<file path="config.mk">
export PLATFORM = sky130hd
export DESIGN_NAME = well512_random_generator_top
export DESIGN_NICKNAME = d
export VERILOG_FILES = /design/src/design/well512_pkg.sv /design/src/design/well512_random_generator_top.sv /design/src/design/well512_ring_ram.sv /design/src/design/well512_engine.sv
export SDC_FILE = /design/constraint.sdc
export NUM_CORES = 1
export LEC_CHECK = 0
export ABC_AREA = 1
export BUFFER_PORTS_ARGS = -buffer_cell sky130_fd_sc_hd__buf_2
export CORE_UTILIZATION = 45
export DETAILED_ROUTE_END_ITERATION = 12
export PLACE_DENSITY_LB_ADDON = 0.15
export REMOVE_ABC_BUFFERS = 1
export SLEW_MARGIN = 5
export SYNTH_ARGS = -nofsm -noshare
export SYNTH_HDL_FRONTEND = slang
export SYNTH_SLANG_ARGS = --single-unit
</file>
<file path="constraint.sdc">
create_clock -name clock -period 4.1 [get_ports clock]
set_clock_uncertainty 0.05 [all_clocks]
set_input_delay 0.205 -clock clock [delete_from_list [all_inputs] [get_ports clock]]
set_output_delay 0.205 -clock clock [all_outputs]
set_load 0.05 [all_outputs]
</file>
<file path="src/design/well512_pkg.sv">
`default_nettype none

package well512_pkg;

   localparam int RING_DEPTH = 16;
   localparam int POS_W      = 4;
   localparam int WORD_W     = 32;

   localparam logic [WORD_W-1:0] TEMPER = 32'hDA44_2D24;

   // ring offsets relative to the current position
   localparam logic [POS_W-1:0] OFS_M1   = 4'd13;
   localparam logic [POS_W-1:0] OFS_M2   = 4'd9;
   localparam logic [POS_W-1:0] OFS_BACK = 4'd15;
   localparam logic [POS_W-1:0] POS_LAST = 4'd15;

   localparam logic ACT_RESEED   = 1'b0;
   localparam logic ACT_GENERATE = 1'b1;

   typedef enum logic [2:0] {
      ST_IDLE,
      ST_SEED,
      ST_RA,
      ST_RC1,
      ST_RC2,
      ST_RA2,
      ST_WR
   } state_type;

   typedef struct packed {
      logic              wr_en;
      logic [POS_W-1:0]  waddr;
      logic [WORD_W-1:0] wdata;
      logic [POS_W-1:0]  raddr;
   } ram_req_type;

   typedef struct packed {
      logic              load;
      logic [WORD_W-1:0] word;
   } result_type;

endpackage

`default_nettype wire

</file>
<file path="src/design/well512_random_generator_top.sv">
// channel  | dir | beat contents
// req      | in  | tuser[0] action (0 reseed, 1 generate), tdata[31:0] seed_value
// rsp      | out | tdata[31:0] random_word
//
// a generate beat passes through RC1, RC2, RA2 and WR before the next beat can be taken,
// set by the four reads and two writes on the ring memory, which has one read and one write port
// a reseed beat does sixteen seed writes, each followed by a full step
// reset is synchronous; the ring reads as all zero until each word is written
// a new request is taken while a finished word still waits in the output register;
// the next word then holds in the last step until rsp_tready frees that register
`default_nettype none

module well512_random_generator_top (
   input  wire logic        clock,
   input  wire logic        reset,
   input  wire logic        req_tvalid,
   output logic             req_tready,
   input  wire logic [31:0] req_tdata,  // [31:0] seed_value
   input  wire logic [0:0]  req_tuser,  // [0] action
   output logic             rsp_tvalid,
   input  wire logic        rsp_tready,
   output logic [31:0]      rsp_tdata   // [31:0] random_word
);

   well512_pkg::ram_req_type       ram_req;
   well512_pkg::result_type        result;
   logic [well512_pkg::WORD_W-1:0] rd_data;
   logic                           res_ready;

   logic                           rsp_valid_ff, rsp_valid_in;
   logic [well512_pkg::WORD_W-1:0] rsp_data_ff, rsp_data_in;

   well512_ring_ram u_ring (
      .clock   (clock),
      .reset   (reset),
      .ram_req (ram_req),
      .rd_data (rd_data)
   );

   well512_engine u_engine (
      .clock      (clock),
      .reset      (reset),
      .req_valid  (req_tvalid),
      .req_ready  (req_tready),
      .req_action (req_tuser[0]),
      .req_seed   (req_tdata),
      .res_ready  (res_ready),
      .result     (result),
      .ram_req    (ram_req),
      .rd_data    (rd_data)
   );

   assign res_ready = !rsp_valid_ff || rsp_tready;

   always_comb begin
      rsp_valid_in = rsp_valid_ff;
      rsp_data_in  = rsp_data_ff;
      if (rsp_tready) begin
         rsp_valid_in = 1'b0;
      end
      if (result.load) begin
         rsp_valid_in = 1'b1;
         rsp_data_in  = result.word;
      end
   end

   always_ff @(posedge clock) begin
      if (reset) begin
         rsp_valid_ff <= 1'b0;
      end else begin
         rsp_valid_ff <= rsp_valid_in;
      end
   end

   always_ff @(posedge clock) begin
      rsp_data_ff <= rsp_data_in;
   end

   assign rsp_tvalid = rsp_valid_ff;
   assign rsp_tdata  = rsp_data_ff;

endmodule

`default_nettype wire

</file>
<file path="src/design/well512_ring_ram.sv">
`default_nettype none

module well512_ring_ram (
   input  wire logic                                clock,
   input  wire logic                                reset,
   input  wire well512_pkg::ram_req_type            ram_req,
   output logic [well512_pkg::WORD_W-1:0]           rd_data
);

   logic [well512_pkg::WORD_W-1:0] mem [well512_pkg::RING_DEPTH];
   logic [well512_pkg::WORD_W-1:0] rdata_ff;
   logic [well512_pkg::RING_DEPTH-1:0] valid_ff;
   logic                           rvalid_ff;

   always_ff @(posedge clock) begin
      if (ram_req.wr_en) begin
         mem[ram_req.waddr] <= ram_req.wdata;
      end
      rdata_ff <= mem[ram_req.raddr];
   end

   // entries never written since reset read as zero
   always_ff @(posedge clock) begin
      if (reset) begin
         valid_ff  <= '0;
         rvalid_ff <= 1'b0;
      end else begin
         if (ram_req.wr_en) begin
            valid_ff[ram_req.waddr] <= 1'b1;
         end
         rvalid_ff <= valid_ff[ram_req.raddr];
      end
   end

   assign rd_data = rvalid_ff ? rdata_ff : '0;

endmodule

`default_nettype wire

</file>
<file path="src/design/well512_engine.sv">
`default_nettype none

module well512_engine (
   input  wire logic                              clock,
   input  wire logic                              reset,
   input  wire logic                              req_valid,
   output logic                                   req_ready,
   input  wire logic                              req_action,
   input  wire logic [well512_pkg::WORD_W-1:0]    req_seed,
   input  wire logic                              res_ready,
   output well512_pkg::result_type                result,
   output well512_pkg::ram_req_type               ram_req,
   input  wire logic [well512_pkg::WORD_W-1:0]    rd_data
);

   well512_pkg::state_type state_ff, state_in;

   logic [well512_pkg::POS_W-1:0]  pos_ff, pos_in;
   logic [well512_pkg::POS_W-1:0]  idx_ff, idx_in;
   logic                           seeding_ff, seeding_in;
   logic [well512_pkg::WORD_W-1:0] seed_ff, seed_in;
   logic [well512_pkg::WORD_W-1:0] a_ff, a_in;
   logic [well512_pkg::WORD_W-1:0] b_ff, b_in;
   logic [well512_pkg::WORD_W-1:0] c_ff, c_in;
   logic [well512_pkg::WORD_W-1:0] d_ff, d_in;

   logic                           accept;
   logic                           advance;
   logic [well512_pkg::WORD_W-1:0] c_now;
   logic [well512_pkg::WORD_W-1:0] new_a;
   logic [well512_pkg::WORD_W-1:0] new_back;

   assign accept  = req_valid && (state_ff == well512_pkg::ST_IDLE);
   // a generated word waits in the last state until the output register frees up
   assign advance = seeding_ff || res_ready;

   assign c_now    = rd_data ^ (rd_data >> 11);
   assign new_a    = b_ff ^ c_now;
   assign new_back = rd_data ^ b_ff ^ d_ff ^ (rd_data << 2) ^ (b_ff << 18) ^ (c_ff << 28);

   // next state
   always_comb begin
      state_in = state_ff;
      unique case (state_ff)
         well512_pkg::ST_IDLE: begin
            if (req_valid) begin
               state_in = (req_action == well512_pkg::ACT_GENERATE) ?
                          well512_pkg::ST_RC1 : well512_pkg::ST_SEED;
            end
         end
         well512_pkg::ST_SEED: state_in = well512_pkg::ST_RA;
         well512_pkg::ST_RA:   state_in = well512_pkg::ST_RC1;
         well512_pkg::ST_RC1:  state_in = well512_pkg::ST_RC2;
         well512_pkg::ST_RC2:  state_in = well512_pkg::ST_RA2;
         well512_pkg::ST_RA2:  state_in = well512_pkg::ST_WR;
         well512_pkg::ST_WR: begin
            if (advance) begin
               if (seeding_ff && (idx_ff != well512_pkg::POS_LAST)) begin
                  state_in = well512_pkg::ST_SEED;
               end else begin
                  state_in = well512_pkg::ST_IDLE;
               end
            end
         end
         default: state_in = well512_pkg::ST_IDLE;
      endcase
   end

   // outputs: memory port, result and handshake
   always_comb begin
      ram_req       = '0;
      ram_req.raddr = pos_ff;
      result.load   = 1'b0;
      result.word   = new_back;
      req_ready     = 1'b0;
      unique case (state_ff)
         well512_pkg::ST_IDLE: req_ready = 1'b1;
         well512_pkg::ST_SEED: begin
            ram_req.wr_en = 1'b1;
            ram_req.waddr = idx_ff;
            ram_req.wdata = seed_ff + {{(well512_pkg::WORD_W-well512_pkg::POS_W){1'b0}}, idx_ff};
         end
         well512_pkg::ST_RA:  ram_req.raddr = pos_ff;
         well512_pkg::ST_RC1: ram_req.raddr = pos_ff + well512_pkg::OFS_M1;
         well512_pkg::ST_RC2: ram_req.raddr = pos_ff + well512_pkg::OFS_M2;
         well512_pkg::ST_RA2: begin
            ram_req.raddr = pos_ff + well512_pkg::OFS_BACK;
            ram_req.wr_en = 1'b1;
            ram_req.waddr = pos_ff;
            ram_req.wdata = new_a;
         end
         well512_pkg::ST_WR: begin
            // keep reading the word behind the position so it holds while stalled
            ram_req.raddr = pos_ff + well512_pkg::OFS_BACK;
            ram_req.wr_en = advance;
            ram_req.waddr = pos_ff + well512_pkg::OFS_BACK;
            ram_req.wdata = new_back;
            result.load   = advance && !seeding_ff;
         end
         default: ram_req = '0;
      endcase
   end

   // datapath registers
   always_comb begin
      pos_in     = pos_ff;
      idx_in     = idx_ff;
      seeding_in = seeding_ff;
      seed_in    = seed_ff;
      a_in       = a_ff;
      b_in       = b_ff;
      c_in       = c_ff;
      d_in       = d_ff;
      if (accept) begin
         seeding_in = (req_action == well512_pkg::ACT_RESEED);
         seed_in    = req_seed;
         idx_in     = '0;
         if (req_action == well512_pkg::ACT_RESEED) begin
            pos_in = '0;
         end
      end
      case (state_ff)
         well512_pkg::ST_RC1: a_in = rd_data;
         well512_pkg::ST_RC2: b_in = a_ff ^ rd_data ^ (a_ff << 16) ^ (rd_data << 15);
         well512_pkg::ST_RA2: begin
            c_in = c_now;
            d_in = new_a ^ ((new_a << 5) & well512_pkg::TEMPER);
         end
         well512_pkg::ST_WR: begin
            if (advance) begin
               pos_in = pos_ff + well512_pkg::OFS_BACK;
               if (seeding_ff) begin
                  idx_in = idx_ff + well512_pkg::POS_W'(1);
                  if (idx_ff == well512_pkg::POS_LAST) begin
                     pos_in     = '0;
                     seeding_in = 1'b0;
                  end
               end
            end
         end
         default: ;
      endcase
   end

   always_ff @(posedge clock) begin
      if (reset) begin
         state_ff   <= well512_pkg::ST_IDLE;
         pos_ff     <= '0;
         idx_ff     <= '0;
         seeding_ff <= 1'b0;
      end else begin
         state_ff   <= state_in;
         pos_ff     <= pos_in;
         idx_ff     <= idx_in;
         seeding_ff <= seeding_in;
      end
   end

   always_ff @(posedge clock) begin
      seed_ff <= seed_in;
      a_ff    <= a_in;
      b_ff    <= b_in;
      c_ff    <= c_in;
      d_ff    <= d_in;
   end

endmodule

`default_nettype wire

</file>
==> results of run 1 <==
==> logic make-up after synthesis <==
kind of cell             after synthesis  share of synthesized area (%)
AND/OR/NAND/NOR                      854                           11.4
flip-flops                           738                           68.2
AO/OA/AOI/OAI                        465                           9.35
buffers and inverters                410                           5.27
XOR/XNOR                             196                           5.44
adder cells (fa/ha/maj)                9                          0.380
==> layout make-up <==
class / count / area, sq um
fillers: 5854 / 32600
flip-flops and latches: 738 / 21500
multi-input cells: 1524 / 8470
clock buffers: 101 / 2230
repair buffers: 174 / 1560
well taps: 931 / 1160
inverters: 277 / 1040
clock inverters: 46 / 475
==> repair_timing <==
action	CTS	global route
hold buffers	36	0
setup buffers	0	0
hold endpoints to repair	41	0
==> flip-flops by register name, indices dropped and copies added (netlist names), 16 cells and up <==
register and cells:
u_ring.mem 512, rsp_tdata 32, u_engine.a_ff 32, u_engine.b_ff 32
u_engine.d_ff 32, u_engine.seed_ff 32, u_ring.rdata_ff 32, u_ring.valid_ff 16
==> layer usage <==
layer  share of wire (%)  track usage [%]  vias up
li1                    -                -     9669
met1                  45             37.8    10500
met2                  46             40.3      808
met3                 6.5             3.27      128
met4                 2.4             8.01        0
met5                   0                0        -
==> critical path, cell delays in order, from the launching register on <==
cell     delay, ns
dfxtp_1       0.44
ha_1          0.21
inv_1         0.06
fa_1          0.38
inv_1         0.10
nand3_1       0.08
nand2_1       0.17
nand2_1       0.14
nor2_1        0.21
nand3_1       0.33
o21ai_0       0.38
nand3_1       0.49
==> layout by cell type, fill, tap and decap left out, drive strengths merged <==
| cell type | instances |
|---|---|
| edfxtp | 676 |
| nand2 | 505 |
| inv | 280 |
| o211ai | 231 |
| nand3 | 225 |
| buf | 138 |
| xor2 | 121 |
| a21oi | 109 |
| o21ai | 109 |
| clkbuf | 101 |
| nor2 | 85 |
| xnor2 | 75 |
| dfxtp | 62 |
| dlygate4sd3 | 36 |
| clkinv | 25 |
| nor3 | 16 |
| nand4 | 11 |
| clkinvlp | 9 |
| bufinv | 9 |
| ha | 8 |
| a22oi | 7 |
| or2 | 4 |
| nand3b | 4 |
| nor4 | 2 |
| a21o | 2 |
| o31ai | 2 |
| and2 | 2 |
| a21boi | 1 |
| o221ai | 1 |
| a2bb2oi | 1 |
| a2111oi | 1 |
| a311oi | 1 |
| fa | 1 |
==> power groups by stage <==
stage / logic [mW] / clock network, mW / registers [mW]
after floorplan: 1.83 / 0 / 9.07
after global placement: 2.69 / 0 / 9.26
after detailed placement: 2.74 / 0 / 9.25
after CTS: 2.79 / 7.52 / 9.10
after global routing: 3.04 / 7.82 / 9.11
final: 2.80 / 7.43 / 9.10
==> worst paths after layout <==
check,end,cells past startpoint,slack (ns),start
worst min-delay path,u_engine.seed_ff[23]$_DFFE_PP_,2,0.25,req_tdata[23]
worst min register to register,u_ring.valid_ff[7]$_SDFFE_PP0P_,2,0.41,u_ring.valid_ff[7]$_SDFFE_PP0P_
worst max register to register,u_ring.mem[12][14]$_DFFE_PP_,11,0.61,u_engine.idx_ff[0]$_SDFF_PP0_
worst max-delay path,u_ring.mem[12][14]$_DFFE_PP_,11,0.61,u_engine.idx_ff[0]$_SDFF_PP0_
==> out/metrics.cfg, run 1 <==
[cts]
clkSinkCount=738
numCtsBuffers=80
clock_latency_ns=0.63
htree_levels=3
cts-resized-gates=0
cts_buffer_depth=3
cts_tree=done
cts-root-buf=clkbuf_16
path_clk_slew_ns=0.06

[detailed_routing]
drt-initial-drc-count=2036
avgRoutedWirePerCell_microns=24.2
drc=0
first_pass_iters=6
routed_wl_microns=91700
vias_per_cell=5.56
ant_nets=0
vias=21100

[synthesis]
yosys-top-cells-count=edfxtp_1, nand2_1, inv_1
ys_async_sr_fraction_pct=0
syn_inst=2672
synth.most_common_cell=edfxtp_1
yosys.area.top_type=edfxtp_1
synthesis.area_sq_um=31600
ys_top_cells_by_area=edfxtp_1, nand2_1, o211ai_1
yosys_register_bits=738
ys.flop_type=edfxtp_1
synth-edff-count=676
synth.distinct_cells=37
yosys_warnings=0
syn_avg_cell_area_sq_um=11.8
netlist.area_leader.share_pct=64.3
ys_seq_area_share_pct=68.2

[sta]
timing.setup.tns_ns=0
hold_viol_final=0
fin_crit_ns=3.49
fmax_mhz=286
drv_slew=0
finalSetupViolations=0
rsz0062_at_grt=false
fin_crit_sh_pct=85.1
whs_ns=0.248
setup_ws_ns=0.610
slew_headroom_pct=20.7
tightest_slew_ns=1.18

[pwr]
leakage_nw=13.6
swShare_pct=27.3
power_density_nw_per_um2=530
p_int_mw=14.1
ir_drop_mv=0.326
power_frac_seq_pct=47.1
clkPwrFrac_pct=38.4
power_frac_comb_pct=14.5
power_switching_mw=5.28
p_total_mw=19.3

[floorplan]
core-area_sq_um=69100
io_pins=71
die_w_microns=267
die_area_sq_um=71200
initial_core_util_pct=45.7
rows=96
chipHeight_microns=267

[cells_and_area]
area_growth_pct=15.5
postLayoutCoreUtil_pct=52.8
nets=2841
stdcell_count=3791
drive_above_1_share_pct=10.5
final_area_sq_um=36500
antennaDiodeCount=0

[global_route]
first_global_vias=20000
gr-total-overflow=0
grt_pass1_wl_microns=133000
grt_antenna_before_repair=2
grt_max_degree=133
track_usage_pct=25.9

[min_path]
min-delay-path-class=in2reg

[placed_design]
placed_cell_area_sq_um=33400
dp_slack_ns=0.745
place_congestion=0.906
hpwl_microns=53700
place_inst=3608
port_buffers=70

[worst_setup_path]
path_max_fanout=16
cp_data_arrival_time_ns=3.62
path_class=reg2reg
cp-end-kind=flip-flop
start_kind=flip-flop
required_ns=4.23

[status]
status=finished clean

[flow_run]
drv_cap=0

Power figures use the tool's default switching activity.
==> run 2: changes to the inputs <==
--- a/config.mk
+++ b/config.mk
@@ -5,7 +5,7 @@
 export SDC_FILE = /design/constraint.sdc
 export NUM_CORES = 1
 export LEC_CHECK = 0
-export ABC_AREA = 1
+export ABC_AREA = 0
 export BUFFER_PORTS_ARGS = -buffer_cell sky130_fd_sc_hd__buf_2
 export CORE_UTILIZATION = 45
 export DETAILED_ROUTE_END_ITERATION = 12
==> run 2 against run 1 <==
Synthesized cell count shrank 14%. Utilization grew 0.18 points. Count of clock-buffer cells in the layout grew 8. Largest cell class unchanged. Wire length shrank 4.3%. Combinational power shrank 6%. Sequential power is essentially flat. Highest routed layer unchanged. Sequential share of layout area grew 1.2 points. Critical endpoint is now u_ring.mem[1][26]$_DFFE_PP_.
==> out/metrics.cfg, run 2 <==
[synthesis]
yosys_register_bits=738  ; unchanged
synth_compound_area_share_pct=9.91  ; was 9.35%
synth-xor-area-share_pct=6.99  ; was 5.44%
ys.flop_type=edfxtp_1  ; unchanged
yosys-mux-area-fraction_pct=0.458  ; was 0%
synth_fa_ha_area_share_pct=0.389  ; was 0.380%
yosys.area_share.simple_pct=9.76  ; was 11.4%
ys_top_cells_by_area=edfxtp_1, nand2_1, dfxtp_1  ; was edfxtp_1, nand2_1, o211ai_1
yosys_warnings=0  ; unchanged
ys_seq_area_share_pct=69.8  ; was 68.2%
netlist.area_leader.share_pct=65.8  ; was 64.3%
synth.most_common_cell=edfxtp_1  ; unchanged
synth_top_family_by_area=compound AO/OA/AOI/OAI gates  ; was simple AND/OR/NAND/NOR gates
ys_async_sr_fraction_pct=0  ; unchanged
syn_inst=2304  ; was 2,672
synthesis.area_sq_um=30800  ; was 31,600 sq um
synth.distinct_cells=62  ; was 37
yosys-top-cells-count=edfxtp_1, nand2_1, xnor2_1  ; was edfxtp_1, nand2_1, inv_1
yosys.area.top_type=edfxtp_1  ; unchanged
synth-edff-count=676  ; unchanged
syn_avg_cell_area_sq_um=13.4  ; was 11.8 sq um

[worst_setup_path]
required_ns=4.28  ; was 4.23 ns
path_max_fanout=16  ; unchanged
cp-end-kind=flip-flop  ; unchanged
cp_data_arrival_time_ns=4.04  ; was 3.62 ns
r2r_end=u_ring.mem[1][26]$_DFFE_PP_  ; was u_ring.mem[12][14]$_DFFE_PP_
ff2ff_path_depth=10  ; was 11
start_kind=flip-flop  ; unchanged
r2r_setup_slack_ns=0.23  ; was 0.61 ns
path_class=reg2reg  ; unchanged
rr_startpoint=u_engine.idx_ff[0]$_SDFF_PP0_  ; unchanged

[sta]
rsz0062_at_grt=false  ; unchanged
slew_headroom_pct=12.4  ; was 20.7%
tightest_slew_ns=1.31  ; was 1.18 ns
drv_slew=0  ; unchanged
fin_crit_ns=3.87  ; was 3.49 ns
finalSetupViolations=0  ; unchanged
setup_ws_ns=0.235  ; was 0.610 ns
hold_viol_final=0  ; unchanged
whs_ns=0.241  ; was 0.248 ns
timing.setup.tns_ns=0  ; unchanged
fin_crit_sh_pct=94.3  ; was 85.1%
fmax_mhz=259  ; was 286 MHz

[floorplan]
initial_core_util_pct=45.7  ; about the same
io_pins=71  ; unchanged
core-area_sq_um=67500  ; was 69,100 sq um
die_w_microns=264  ; was 267 microns
rows=95  ; was 96
die_area_sq_um=69600  ; was 71,200 sq um
chipHeight_microns=264  ; was 267 microns

[pwr]
ir_drop_mv=0.321  ; was 0.326 mV
clkPwrFrac_pct=37.6  ; was 38.4%
power_density_nw_per_um2=526  ; was 530 nW/um^2
power_switching_mw=5.08  ; was 5.28 mW
power_frac_comb_pct=14.0  ; was 14.5%
p_int_mw=13.7  ; was 14.1 mW
power_frac_seq_pct=48.4  ; was 47.1%
swShare_pct=27.0  ; was 27.3%
leakage_nw=12.7  ; was 13.6 nW

[placed_design]
placed_cell_area_sq_um=32800  ; was 33,400 sq um
dp_slack_ns=0.231  ; was 0.745 ns
place_inst=3196  ; was 3,608
place_congestion=0.875  ; was 0.906
port_buffers=70  ; unchanged
hpwl_microns=53100  ; was 53,700 microns

[global_route]
grt_pass1_wl_microns=127000  ; was 133,000 microns
grt_max_degree=135  ; was 133
gr-total-overflow=0  ; unchanged
track_usage_pct=25.0  ; was 25.9%
first_global_vias=18900  ; was 20.0k
grt_antenna_before_repair=2  ; unchanged

[cts]
clock_latency_ns=0.62  ; was 0.63 ns
post_cts_buffers=0  ; unchanged
numCtsBuffers=80  ; unchanged
cts_tree=done  ; unchanged
clkSinkCount=738  ; unchanged
cts_buffer_depth=3  ; unchanged
path_clk_slew_ns=0.06  ; about the same
cts-root-buf=clkbuf_16  ; unchanged
htree_levels=3  ; unchanged

[detailed_routing]
vias_per_cell=5.82  ; was 5.56
avgRoutedWirePerCell_microns=26.0  ; was 24.2 microns
wl_met1_microns=38500  ; was 41,700 microns
drc=0  ; unchanged
highest_layer=met4  ; unchanged
first_pass_iters=5  ; was 6
routed_wl_microns=87800  ; was 91,700 microns
drt-initial-drc-count=1930  ; was 2,036
wl_met3_microns=6150  ; was 5940 microns
vias=19700  ; was 21.1k
dr_wl_met2_microns=41000  ; was 41,900 microns
ant_nets=0  ; unchanged

[cells_and_area]
mostFrequentLayoutCell=edfxtp_1  ; unchanged
drive_above_1_share_pct=12.8  ; was 10.5%
final_area_sq_um=35800  ; was 36,500 sq um
area_growth_pct=16.0  ; was 15.5%
nets=2487  ; was 2,841
final_cell_mix=edfxtp_1, nand2_1, xnor2_1, and3_1, a211oi_1  ; was edfxtp_1, nand2_1, inv_1, o211ai_1, nand3_1
stdcell_count=3379  ; was 3,791
regMostFlops=u_ring.mem  ; unchanged
largest_reg_flops=512  ; unchanged
antennaDiodeCount=0  ; unchanged

[status]
status=finished clean  ; unchanged

[min_path]
min-delay-path-class=in2reg  ; unchanged
min_to=u_engine.seed_ff[27]$_DFFE_PP_  ; was u_engine.seed_ff[23]$_DFFE_PP_
holdPathStages=2  ; unchanged
holdCritStartpoint=req_tdata[27]  ; was req_tdata[23]

[flow_run]
drv_cap=0  ; unchanged

[run 2: cell count changes after synthesis, sizes merged, moves of 117 or more]
cell / before / now
o211ai: 231 / 0
inv: 277 / 62
nand3: 225 / 17
and3: 0 / 136
a211oi: 0 / 133
a31oi: 0 / 129
nand2: 505 / 388
[run 2: per-layer routing]
metal	GRT usage, %	vias to the layer above
li1	-	8844
met1	35.9	9955
met2	39.4	745
met3	3.73	135
met4	7.42	0
met5	0	-
[run 2: final cells by class]
class                           instances  area, sq um
Multi-Input combinational cell       1364         8670
Clock buffer                          109         2260
Fill cell                            5672        31700
Inverter                               63          236
Clock inverter                         38          323
Timing Repair Buffer                  194         1670
Sequential cell                       738        21500
Tap cell                              873         1090
[run 2: critical path, stage by stage, from the launching register on]
cell and delay, ns:
dfxtp_1 0.44, ha_1 0.22, inv_1 0.06, fa_1 0.38, nor2b_1 0.16, o21ai_1 0.12, a211oi_2 0.27, nand3_1 0.37
nor3_1 0.30, xnor2_1 0.09, o221ai_1 1.02
[run 2: cell families after synthesis]
| kind of cell | after synthesis |
|---|---|
| fa+ha+maj | 9 |
| compound gates | 440 |
| flops | 738 |
| buf+inv | 202 |
| xor+xnor | 246 |
| mux | 9 |
| simple gates | 660 |
[run 2: stage by stage]
step / total power, mW / util [%]
global route: 19.4 / 53.0
global placement: 11.8 / 48.6
CTS: 18.9 / 53.0
floorplan: 10.7 / -
detailed placement: 11.8 / 48.6
finish: 18.8 / 53.0
[run 2: what timing repair did]
item / 4_1_cts / 5_1_grt
endpoints found under the setup margin: 0 / 16
endpoints found under the hold margin: 41 / 0
hold buffers: 36 / 0
resized for setup: 0 / 1
[run 2: power by group through the flow]
stage,Clock (mW),Combinational [mW],Sequential [mW]
after global placement,0,2.55,9.26
after global routing,7.47,2.85,9.12
after CTS,7.19,2.62,9.10
after detailed placement,0,2.58,9.26
final,7.08,2.63,9.12
after floorplan,0,1.70,9.02
[run 2: worst max path at each step]
stage / start / end
floorplan: u_engine.pos_ff[0]$_SDFF_PP0_ / u_ring.rdata_ff[0]$_DFF_P_
global placement: u_engine.idx_ff[0]$_SDFF_PP0_ / u_ring.mem[3][30]$_DFFE_PP_
detailed placement: u_engine.idx_ff[0]$_SDFF_PP0_ / u_ring.mem[4][30]$_DFFE_PP_
CTS: u_engine.idx_ff[0]$_SDFF_PP0_ / u_ring.mem[7][30]$_DFFE_PP_
global route: u_engine.idx_ff[0]$_SDFF_PP0_ / u_ring.mem[1][26]$_DFFE_PP_
finish: u_engine.idx_ff[0]$_SDFF_PP0_ / u_ring.mem[1][26]$_DFFE_PP_
==> run 3: changes to the inputs <==
--- a/config.mk
+++ b/config.mk
@@ -14,4 +14,5 @@
 export SLEW_MARGIN = 5
 export SYNTH_ARGS = -nofsm -noshare
 export SYNTH_HDL_FRONTEND = slang
+export SYNTH_HIERARCHICAL = 1
 export SYNTH_SLANG_ARGS = --single-unit
==> run 3 against run 2 <==
Non-clock buffer count increased by 14. Sequential power is 2.6% lower. Cell area decreased by 2.8%. Final cell count decreased by 18%. Clock power is 3% lower. Critical path depth shrank 4. Sequential cell count did not move. Synthesized area is 2.9% lower. Wire length shrank 11%. Synthesized cell count fell by 28%. Critical path type unchanged. Critical endpoint is now u_ring/mem[8][17]$_DFFE_PP_. Highest routed layer unchanged.
==> out/metrics.cfg, run 3 <==
[status]
status=finished clean  ; unchanged

[worst_setup_path]
required_ns=4.30  ; was 4.28 ns
start_kind=flip-flop  ; unchanged
crit_chain=nor2b_1, a22oi_1, o21ai_0, nand3b_1, nor3_2, buf_4  ; was ha_1, inv_1, fa_1, nor2b_1, o21ai_1, a211oi_2, nand3_1, nor3_1, xnor2_1, o221ai_1
path_class=reg2reg  ; unchanged
crit_path_top_delay_cell=dfxtp_1  ; was o221ai_1
cp-end-kind=flip-flop  ; unchanged
cp_data_arrival_time_ns=3.69  ; was 4.04 ns
max_stage_delay_ns=0.61  ; was 1.02 ns
path_max_fanout=21  ; was 16

[detailed_routing]
first_pass_iters=5  ; unchanged
routed_wl_microns=78400  ; was 87,800 microns
wl_met3_microns=4270  ; was 6150 microns
drt-initial-drc-count=1601  ; was 1,930
vias_per_cell=5.80  ; was 5.82
avgRoutedWirePerCell_microns=28.2  ; was 26.0 microns
drc=0  ; unchanged
wl_met1_microns=35700  ; was 38,500 microns
vias=16100  ; was 19.7k
highest_layer=met4  ; unchanged
ant_nets=0  ; unchanged
dr_wl_met2_microns=36600  ; was 41,000 microns

[synthesis]
netlist.area_leader.share_pct=67.8  ; was 65.8%
syn_avg_cell_area_sq_um=18.0  ; was 13.4 sq um
ys_top_cells_by_area=edfxtp_1, mux4_2, xnor2_1  ; was edfxtp_1, nand2_1, dfxtp_1
ys_async_sr_fraction_pct=0  ; unchanged
syn_inst=1660  ; was 2,304
synth.distinct_cells=63  ; was 62
yosys.area.top_type=edfxtp_1  ; unchanged
yosys-top-cells-count=edfxtp_1, xnor2_1, mux4_2  ; was edfxtp_1, nand2_1, xnor2_1
ys_seq_area_share_pct=71.9  ; was 69.8%
synth.most_common_cell=edfxtp_1  ; unchanged
yosys_register_bits=738  ; unchanged
synth-edff-count=676  ; unchanged
ys.flop_type=edfxtp_1  ; unchanged
yosys_warnings=6  ; was 0
synthesis.area_sq_um=29900  ; was 30,800 sq um

[cts]
clock_latency_ns=0.63  ; was 0.62 ns
cts-root-buf=clkbuf_16  ; unchanged
path_clk_slew_ns=0.06  ; about the same
htree_levels=3  ; unchanged
numCtsBuffers=79  ; was 80
clkSinkCount=738  ; unchanged
post_cts_buffers=0  ; unchanged
cts_buffer_depth=3  ; unchanged
cts_tree=done  ; unchanged

[pwr]
p_total_mw=18.3  ; was 18.8 mW
ir_drop_mv=0.301  ; was 0.321 mV
power_density_nw_per_um2=525  ; was 526 nW/um^2
leakage_nw=11.4  ; was 12.7 nW

[floorplan]
die_area_sq_um=67600  ; was 69,600 sq um
core-area_sq_um=65700  ; was 67,500 sq um
chipHeight_microns=260  ; was 264 microns
rows=94  ; was 95
initial_core_util_pct=45.5  ; was 45.7%
die_w_microns=260  ; was 264 microns
io_pins=71  ; unchanged

[sta]
drv_slew=0  ; unchanged
fin_crit_sh_pct=85.2  ; was 94.3%
fin_crit_ns=3.49  ; was 3.87 ns
hold_viol_final=0  ; unchanged
tightest_slew_ns=1.26  ; was 1.31 ns
timing.setup.tns_ns=0  ; unchanged
rsz0062_at_grt=false  ; unchanged
slew_headroom_pct=15.8  ; was 12.4%
finalSetupViolations=0  ; unchanged
fmax_mhz=286  ; was 259 MHz

[global_route]
track_usage_pct=23.7  ; was 25.0%
gr-total-overflow=0  ; unchanged
grt_pass1_wl_microns=113000  ; was 127,000 microns
first_global_vias=16000  ; was 18.9k
grt_max_degree=57  ; was 135
grt_antenna_before_repair=1  ; was 2

[placed_design]
place_inst=2602  ; was 3,196
port_buffers=70  ; unchanged
hpwl_microns=48200  ; was 53,100 microns
place_congestion=0.880  ; was 0.875

[cells_and_area]
postLayoutCoreUtil_pct=52.9  ; was 53.0%
nets=1900  ; was 2,487
largest_reg_flops=512  ; unchanged
drive_above_1_share_pct=23.3  ; was 12.8%
regMostFlops=u_ring/mem  ; was u_ring.mem
mostFrequentLayoutCell=edfxtp_1  ; unchanged
ff_latch_area_sq_um=21500  ; about the same
stdcell_count=2782  ; was 3,379
area_growth_pct=16.2  ; was 16.0%
multiInputGateArea_sq_um=8060  ; was 8670 sq um
final_cell_mix=edfxtp_1, xnor2_1, mux4_2, xor2_1, buf_4  ; was edfxtp_1, nand2_1, xnor2_1, and3_1, a211oi_1
fillCellCount=5195  ; was 5,672

[min_path]
min-delay-path-class=in2reg  ; unchanged

[flow_run]
drv_cap=0  ; unchanged

[run 3: cell types whose count changed in the layout (fill, tap and decap cells not counted), moves of 16 or more]
cell / change
nand2_1: -341
inv_1: -46
mux4_2: +126
a22o_1: +33
and2_1: +33
buf_4: +33
and3_1: -133
buf_12: -18
a22oi_1: -59
a211oi_1: -129
a31oi_1: -128
a221o_1: +32
a21oi_1: -16
[run 3: kinds of logic (layout without fill, tap and decap cells)]
logic type	Yosys count	count (layout)	share of synthesized area (%)
xor+xnor	247	247	7.22
fa+ha+maj	9	9	0.401
simple gates	244	244	4.14
buf+inv	110	367	1.71
flops	738	738	71.9
mux	137	137	10.0
other cells	0	1	0
compound gates	175	175	4.55
[run 3: worst max-delay path, delay by kind of cell (launching register included)]
kind / cells / cell delay (ns)
simple gates: 3 / 1.36
compound gates: 2 / 0.58
buf+inv: 1 / 0.52
flops: 1 / 0.61
[run 3: area by class of cell]
cell class	count	area share (%)
inverters	15	0.162
well taps	864	3.11
multi-input cells	812	23.2
flip-flops and latches	738	61.9
repair buffers	208	4.45
clock buffers	113	6.40
diodes	1	0.00719
clock inverters	31	0.802
[run 3: what timing repair did]
action | 4_1_cts | 5_1_grt
hold buffers | 35 | 0
hold endpoints to repair | 37 | 0
gates resized for setup | 0 | 0
[run 3: routing by layer]
metal / track usage (%) / up-vias
met1: 35.0 / 8532
met5: 0 / -
li1: - / 6915
met3: 3.22 / 110
met2: 36.7 / 568
met4: 6.57 / 0
[run 3: final timing paths]
path | start | slack, ns | endpoint | depth (start not counted)
max | u_engine/state_ff[0]$_SDFFE_PP0P_ | 0.61 | u_ring/mem[8][17]$_DFFE_PP_ | 6
min | reset | 0.04 | u_engine/pos_ff[1]$_SDFF_PP0_ | 2
max reg2reg | u_engine/state_ff[0]$_SDFFE_PP0P_ | 0.61 | u_ring/mem[8][17]$_DFFE_PP_ | 6
min reg2reg | u_ring/valid_ff[11]$_SDFFE_PP0P_ | 0.42 | u_ring/valid_ff[11]$_SDFFE_PP0P_ | 2
[run 3: report_power, final]
part | switching, mW | internal, mW | total (mW)
clock network | 2.86 | 4.04 | 6.90
registers | 0.174 | 8.71 | 8.88
logic | 1.43 | 1.05 | 2.48
[run 3: stage by stage]
stage	area, sq um	hold WS [ns]	setup slack [ns]
3_5_place_dp	31900	0.334	0.691
3_3_place_gp	31900	0.333	0.704
2_1_floorplan	29500	0.217	-10.35
4_1_cts	34800	0.00162	0.656
5_1_grt	34800	0.0320	0.427
6_report	34800	0.0384	0.608
